--- src/hw/rtl/k_queues_shared_buffer_core_defines.svh ---
// Assertion macros shared by the RTL. Each expects clk and rst in scope.
`ifndef K_QUEUES_SHARED_BUFFER_CORE_DEFINES_SVH
`define K_QUEUES_SHARED_BUFFER_CORE_DEFINES_SVH

`ifndef ASSERT_OFF

// Same-cycle implication, disabled during reset.
`define AST_IMPL(label, ante, cons) \
  label: assert property (@(posedge clk) disable iff (rst) (ante) |-> (cons)) \
    else $error("assertion failed");

// Next-cycle implication, disabled during reset.
`define AST_NEXT(label, ante, cons) \
  label: assert property (@(posedge clk) disable iff (rst) (ante) |=> (cons)) \
    else $error("assertion failed");

`else

`define AST_IMPL(label, ante, cons)
`define AST_NEXT(label, ante, cons)

`endif

`endif

--- src/hw/rtl/kqsb_pkg.sv ---
package kqsb_pkg;

  localparam int SLOTS  = 16;
  localparam int QUEUES = 4;

  // Pointer width covers every slot plus the null code (SLOTS).
  localparam int PTR_W  = $clog2(SLOTS + 1);
  localparam int SLOT_W = (SLOTS > 1) ? $clog2(SLOTS) : 1;
  localparam int QIDX_W = (QUEUES > 1) ? $clog2(QUEUES) : 1;

  localparam logic [PTR_W-1:0] NULL_PTR = PTR_W'(SLOTS);

  localparam logic KIND_ENQ = 1'b0;
  localparam logic KIND_DEQ = 1'b1;

  localparam logic [1:0] ST_OK        = 2'd0;
  localparam logic [1:0] ST_OVERFLOW  = 2'd1;
  localparam logic [1:0] ST_UNDERFLOW = 2'd2;

  typedef logic [PTR_W-1:0] ptr_t;

  typedef struct packed {
    logic               kind;
    logic [1:0]         queue_id;
    logic signed [31:0] value_in;
  } cmd_t;

  typedef struct packed {
    logic [1:0]         status;
    logic signed [31:0] value_out;
  } res_t;

  function automatic logic is_slot(ptr_t p);
    return int'(p) < SLOTS;
  endfunction

  // Fold a queue number into range by repeated subtraction (at most three steps).
  function automatic logic [QIDX_W-1:0] queue_index(logic [1:0] id);
    logic [2:0] r;
    r = {1'b0, id};
    for (int i = 0; i < 3; i++) begin
      if (int'(r) >= QUEUES) begin
        r = r - 3'(QUEUES);
      end
    end
    return QIDX_W'(r);
  endfunction

endpackage

--- src/hw/rtl/k_queues_shared_buffer_core.sv ---
// K FIFO queues sharing one slot store, each queue a linked list of slots,
// unused slots kept on a free list that works as a stack.
//
// Command channel: a beat is taken at a rising edge with start high and busy
// low. cmd.kind selects enqueue or dequeue, cmd.queue_id the queue and
// cmd.value_in the value to append. busy is low except while rst is high,
// so a new command may be issued every cycle.
//
// Result channel: done is high for exactly one cycle per command and
// result.status / result.value_out are valid in that cycle. Results come in
// command order, passing the command register and then the pointer update
// into the result register. The receiver cannot stall; each result must be
// taken in its cycle.
//
// Throughput: one command per cycle outside reset, set by the single pass through the
// head/tail/link registers, which are updated before the next command reads.
//
// Reset (synchronous): all queues empty, free list chains slot 0 to the last
// slot, any command in flight is dropped.
module k_queues_shared_buffer_core (
  input  logic          clk,
  input  logic          rst,
  input  logic          start,
  output logic          busy,
  input  kqsb_pkg::cmd_t cmd,
  output logic          done,
  output kqsb_pkg::res_t result
);
  import kqsb_pkg::*;
  `include "k_queues_shared_buffer_core_defines.svh"

  // Command register
  logic              v1;
  logic              kind1;
  logic [QIDX_W-1:0] q1;
  logic signed [31:0] val1;

  // Queue state
  ptr_t              head [QUEUES];
  ptr_t              tail [QUEUES];
  ptr_t              link [SLOTS];
  logic signed [31:0] store [SLOTS];
  ptr_t              free_head;

  logic accept;
  logic enq_ok, deq_ok, enq_ovf, deq_unf;
  ptr_t head_q, tail_q;
  logic [SLOT_W-1:0] free_idx, head_idx, tail_idx;

  assign busy   = rst;
  assign accept = start && !busy;

  assign head_q   = head[q1];
  assign tail_q   = tail[q1];
  assign free_idx = free_head[SLOT_W-1:0];
  assign head_idx = head_q[SLOT_W-1:0];
  assign tail_idx = tail_q[SLOT_W-1:0];

  assign enq_ok  = v1 && (kind1 == KIND_ENQ) && is_slot(free_head);
  assign enq_ovf = v1 && (kind1 == KIND_ENQ) && !is_slot(free_head);
  assign deq_ok  = v1 && (kind1 == KIND_DEQ) && is_slot(head_q);
  assign deq_unf = v1 && (kind1 == KIND_DEQ) && !is_slot(head_q);

  always_ff @(posedge clk) begin
    if (rst) begin
      v1 <= 1'b0;
    end else begin
      v1 <= accept;
    end
    kind1 <= cmd.kind;
    q1    <= queue_index(cmd.queue_id);
    val1  <= cmd.value_in;
  end

  always_ff @(posedge clk) begin
    if (rst) begin
      for (int i = 0; i < QUEUES; i++) begin
        head[i] <= NULL_PTR;
        tail[i] <= NULL_PTR;
      end
      for (int i = 0; i < SLOTS - 1; i++) begin
        link[i] <= PTR_W'(i + 1);
      end
      link[SLOTS-1] <= NULL_PTR;
      free_head     <= '0;
    end else if (enq_ok) begin
      // pop the free list, append the slot at the queue tail
      free_head <= link[free_idx];
      if (!is_slot(head_q)) begin
        head[q1] <= free_head;
      end else if (is_slot(tail_q)) begin
        link[tail_idx] <= free_head;
      end
      link[free_idx] <= NULL_PTR;
      tail[q1]       <= free_head;
    end else if (deq_ok) begin
      // unlink the head, push its slot back on the free list
      head[q1]       <= link[head_idx];
      link[head_idx] <= free_head;
      free_head      <= head_q;
    end
  end

  always_ff @(posedge clk) begin
    if (enq_ok) begin
      store[free_idx] <= val1;
    end
  end

  always_ff @(posedge clk) begin
    if (rst) begin
      done <= 1'b0;
    end else begin
      done <= v1;
    end
    if (deq_ok) begin
      result.status    <= ST_OK;
      result.value_out <= store[head_idx];
    end else if (deq_unf) begin
      result.status    <= ST_UNDERFLOW;
      result.value_out <= '1;
    end else if (enq_ovf) begin
      result.status    <= ST_OVERFLOW;
      result.value_out <= '0;
    end else begin
      result.status    <= ST_OK;
      result.value_out <= '0;
    end
  end

  `AST_NEXT(a_done_follows_cmd, v1, done)
  `AST_NEXT(a_no_spurious_done, !v1, !done)
  `AST_NEXT(a_ovf_reported, enq_ovf, result.status == ST_OVERFLOW)
  `AST_NEXT(a_enq_sets_tail, enq_ok, tail[$past(q1)] == $past(free_head))
  `AST_NEXT(a_deq_frees_head, deq_ok, free_head == $past(head_q))

endmodule
--- config.mk ---
export PLATFORM = sky130hd
export DESIGN_NAME = k_queues_shared_buffer_core
export DESIGN_NICKNAME = d
export VERILOG_FILES = /design/src/hw/rtl/kqsb_pkg.sv /design/src/hw/rtl/k_queues_shared_buffer_core.sv
export VERILOG_INCLUDE_DIRS = /design/src /design/src/hw/rtl
export SDC_FILE = /design/constraint.sdc
export NUM_CORES = 1
export LEC_CHECK = 0
export ABC_CLOCK_PERIOD_IN_PS = 9700
export BUFFER_PORTS_ARGS = -buffer_cell sky130_fd_sc_hd__clkbuf_2
export CAP_MARGIN = 20
export CORE_MARGIN = 2
export CORE_UTILIZATION = 50
export CTS_CLUSTER_SIZE = 25
export DETAILED_ROUTE_END_ITERATION = 6
export PLACE_DENSITY = 0.74
export SETUP_SLACK_MARGIN = 0.15
export SYNTH_ARGS = -nofsm -noshare
export SYNTH_HDL_FRONTEND = slang
export SYNTH_SLANG_ARGS = --single-unit
--- constraint.sdc ---
create_clock -name clk -period 9.7 [get_ports clk]
set_input_delay 0.485 -clock clk [delete_from_list [all_inputs] [get_ports clk]]
set_output_delay 0.485 -clock clk [all_outputs]
set_load 0.02 [all_outputs]
==> impl_results.md <==
- Synth Net Count: 2256
- CP Capture Type: flop
- Final period util: 45.7%
- Die height: 244 µm
- H-tree levels: 3
- Final nets: 2316
- Crit Reg-Reg Startpoint: q1[1]
- # Post-CTS Setup Buffers: 0
- Comb power frac: 5.5%
- Final Total Pwr: 6.31 mW
- Post-synth EDFFs: 552
- Flop pwr share: 53.3%
- Layout cells sized above 1: 12.8%
- HP Start: cmd[1]
- Final wirelength: 71.6 mm
- WP data required: 10.04 ns
- Placed Instances: 2925
- Power per Cell Area: 195 nW/µm²
- FMAX: 226 MHz
- Worst Setup SP: q1[1]
- Clock sinks: 712
- GRT Total Usage: 24.0%
- Die Span X: 244 µm
- Area grow syn2layout: 12.8%
- Fillers: 4463
- Hold Path Class: input port to flop
- Post_cts resized: 0
- Post-layout util: 57.2%
- Avg Cell Area, Syn: 12.9 µm²
- Netlist cell types: 54
- Prevailing post-synth register cell: edfxtp_1
- CTS root buffer: clkbuf_16
- Ports: 74
- Mapped cell area: 28700 µm²
- Final Max Tran Viols: 0
- Num CTS Buffers: 72
- Setup TNS: 0 ns
- Clk pwr share: 41.2%
- Max-cap violations: 0
- Initial antenna violation count: 0
- Seq cells post-synth: 712
- VDD IR max: 0.000165 V
- Setup Viol. Count Final: 0
- Multi-input gate area: 8360 µm²
- Sequential cell area: 19800 µm²
- Worst Max-Slew Pin Slew: 1.16 ns
- Slew Limit Headroom: 22.6%
- First-pass GRT wire length: 108 mm
- Routed len/inst: 23.1 µm
- Post-Route Skew: 0.0236 ns
- Arr. time, crit path: 4.77 ns
- HPWL Detailed: 37.2 mm
- Switching pwr: 1.43 mW
- Syn. warnings: 0
- Crit Path Category: flop to flop
- Int Pwr: 4.87 mW
- # DRC: 0
- Fin crit period: 4.43 ns
- TritonCTS clock tree: built
- Final Worst Setup Slack: 5.27 ns
- Iter 0 DRT Violations: 2019
- Register area share after synthesis: 68.9%
- Hold Vio Cnt, Final: 0
- Leakage dissipation: 10.8 nW
- First-pass iteration count of the detailed router: 6
- Clock Tree Buf Depth: 3
- CTS clk-pin slew, worst paths: 0.06 ns
- Cell Area, Placed: 29800 µm²
- Core area: 56600 µm²
- Final Non-Filler Cells: 3093
- Routability cong.: 0.871
- RSZ-0062 raised after global routing: false
- Switching Share: 22.7%
- Async SR Flop Fraction: 0%
- Std-Cell Rows: 87
- CP max FO: 62
- Clock Latency Late Sink: 0.62 ns
- Routed Antenna Nets: 0
- Startpoint types: flop
- Total vias in the final route: 18689
- Hold buffers post-CTS: 32
- Antenna cells: 0
- Maximum number of pins on one net before global-route repair: 121
- Via/cell ratio: 6.04
- Die area: 59300 µm²
- Vias in the first global route: 18284
- Mapped Cells: 2218
- Setup Slack @ Placement: 5.31 ns
- Grt total ovfl: 0
- Hold slack final: 0.0117 ns
- Final instance area: 32400 µm²
- Number of buffers added on ports: 73
- Initial Utilization: 50.7%
- Outcome: finished clean
==> power by group through the flow <==
stage	registers, mW	clock network [mW]	logic, mW
2_1_floorplan	3.41	0	0.237
3_3_place_gp	3.42	0	0.322
3_5_place_dp	3.43	0	0.330
4_1_cts	3.36	2.63	0.343
5_1_grt	3.37	2.75	0.376
6_report	3.36	2.60	0.347
==> cell type report <==
type | instances | area share (%)
Clock buffer | 103 | 6.05
Clock inverter | 30 | 0.680
Inverter | 20 | 0.232
Multi-Input combinational cell | 1329 | 25.8
Sequential cell | 712 | 61.1
Tap cell | 756 | 2.92
Timing Repair Buffer | 143 | 3.18
==> worst paths after layout <==
| path | to | slack [ns] | cells after the start |
|---|---|---|---|
| hold reg to reg | link[2][3] | 0.49 | 2 |
| hold / removal | val1[1] | 0.01 | 1 |
| setup / recovery | head[1][3] | 5.27 | 7 |
| setup reg to reg | head[1][3] | 5.27 | 7 |
==> cells by family (layout without fill, tap and decap cells) <==
| logic type | Yosys count | after routing | synth area share, % |
|---|---|---|---|
| AO/OA/AOI/OAI | 382 | 382 | 8.73 |
| buffers and inverters | 177 | 296 | 2.49 |
| flip-flops | 712 | 712 | 68.9 |
| multiplexers | 111 | 111 | 5.54 |
| AND/OR/NAND/NOR | 836 | 836 | 14.3 |
==> synthesized netlist by cell type, types with 5 or more instances <==
cell type    n  area share (%)
a211o_1     10            0.31
a211oi_1   136             3.6
a21oi_1     54            0.94
a31oi_1     33            0.72
and2_1      12            0.26
and3_1       8            0.17
buf_1       18            0.24
buf_2       13            0.23
clkbuf_1   120             1.6
dfxtp_1    160              11
edfxtp_1   552              58
inv_1       20            0.26
mux2_2       9            0.35
mux2i_1     62             2.2
mux4_2      36             2.8
nand2_1    330             4.3
nand2b_1     5            0.11
nand3_1    111             1.9
nand3b_1     7            0.18
nand4_1     34            0.74
nor2_1     104             1.4
nor2b_1    150             3.3
nor3_1      33            0.58
nor3b_1     11            0.29
nor4_1       7            0.15
nor4_4       7            0.52
o21ai_0     95             1.7
o22ai_1     17            0.37
o41ai_1     10            0.31
or3_1        7            0.15
==> cell usage in the layout (no fill, tap or decap), types with 35 or more instances in the layout <==
| cell | instances |
|---|---|
| clkbuf_16 | 72 |
| nor2_1 | 90 |
| nor2b_1 | 150 |
| a21oi_1 | 54 |
| a211oi_1 | 136 |
| nand3_1 | 111 |
| buf_4 | 35 |
| edfxtp_1 | 552 |
| mux2i_1 | 62 |
| dfxtp_1 | 159 |
| o21ai_0 | 95 |
| clkbuf_2 | 73 |
| nand2_1 | 329 |
==> critical path: stages, from the launching register on <==
cell,delay [ns]
dfxtp_1,0.89
mux4_4,0.99
buf_4,0.79
mux4_2,0.40
o21ai_0,0.20
a21oi_1,0.08
a211oi_1,0.61
nor2_1,0.12
==> registers in the layout, indices dropped and copies added, names as in the netlist, named ones only <==
register / count
done: 1
free_head: 5
head: 20
kind1: 1
link: 80
q1: 2
result: 34
store: 512
tail: 20
v1: 1
val1: 32
==> routing by layer <==
| layer | up-vias | global-route usage [%] | routed length [µm] |
|---|---|---|---|
| met4 | 0 | 11.2 | 2830 |
| met2 | 908 | 39.3 | 34600 |
| li1 | 8376 | - | - |
| met5 | - | 0 | 0 |
| met1 | 9209 | 31.7 | 28300 |
| met3 | 196 | 3.64 | 5770 |
(Power assumes the default switching activity.)
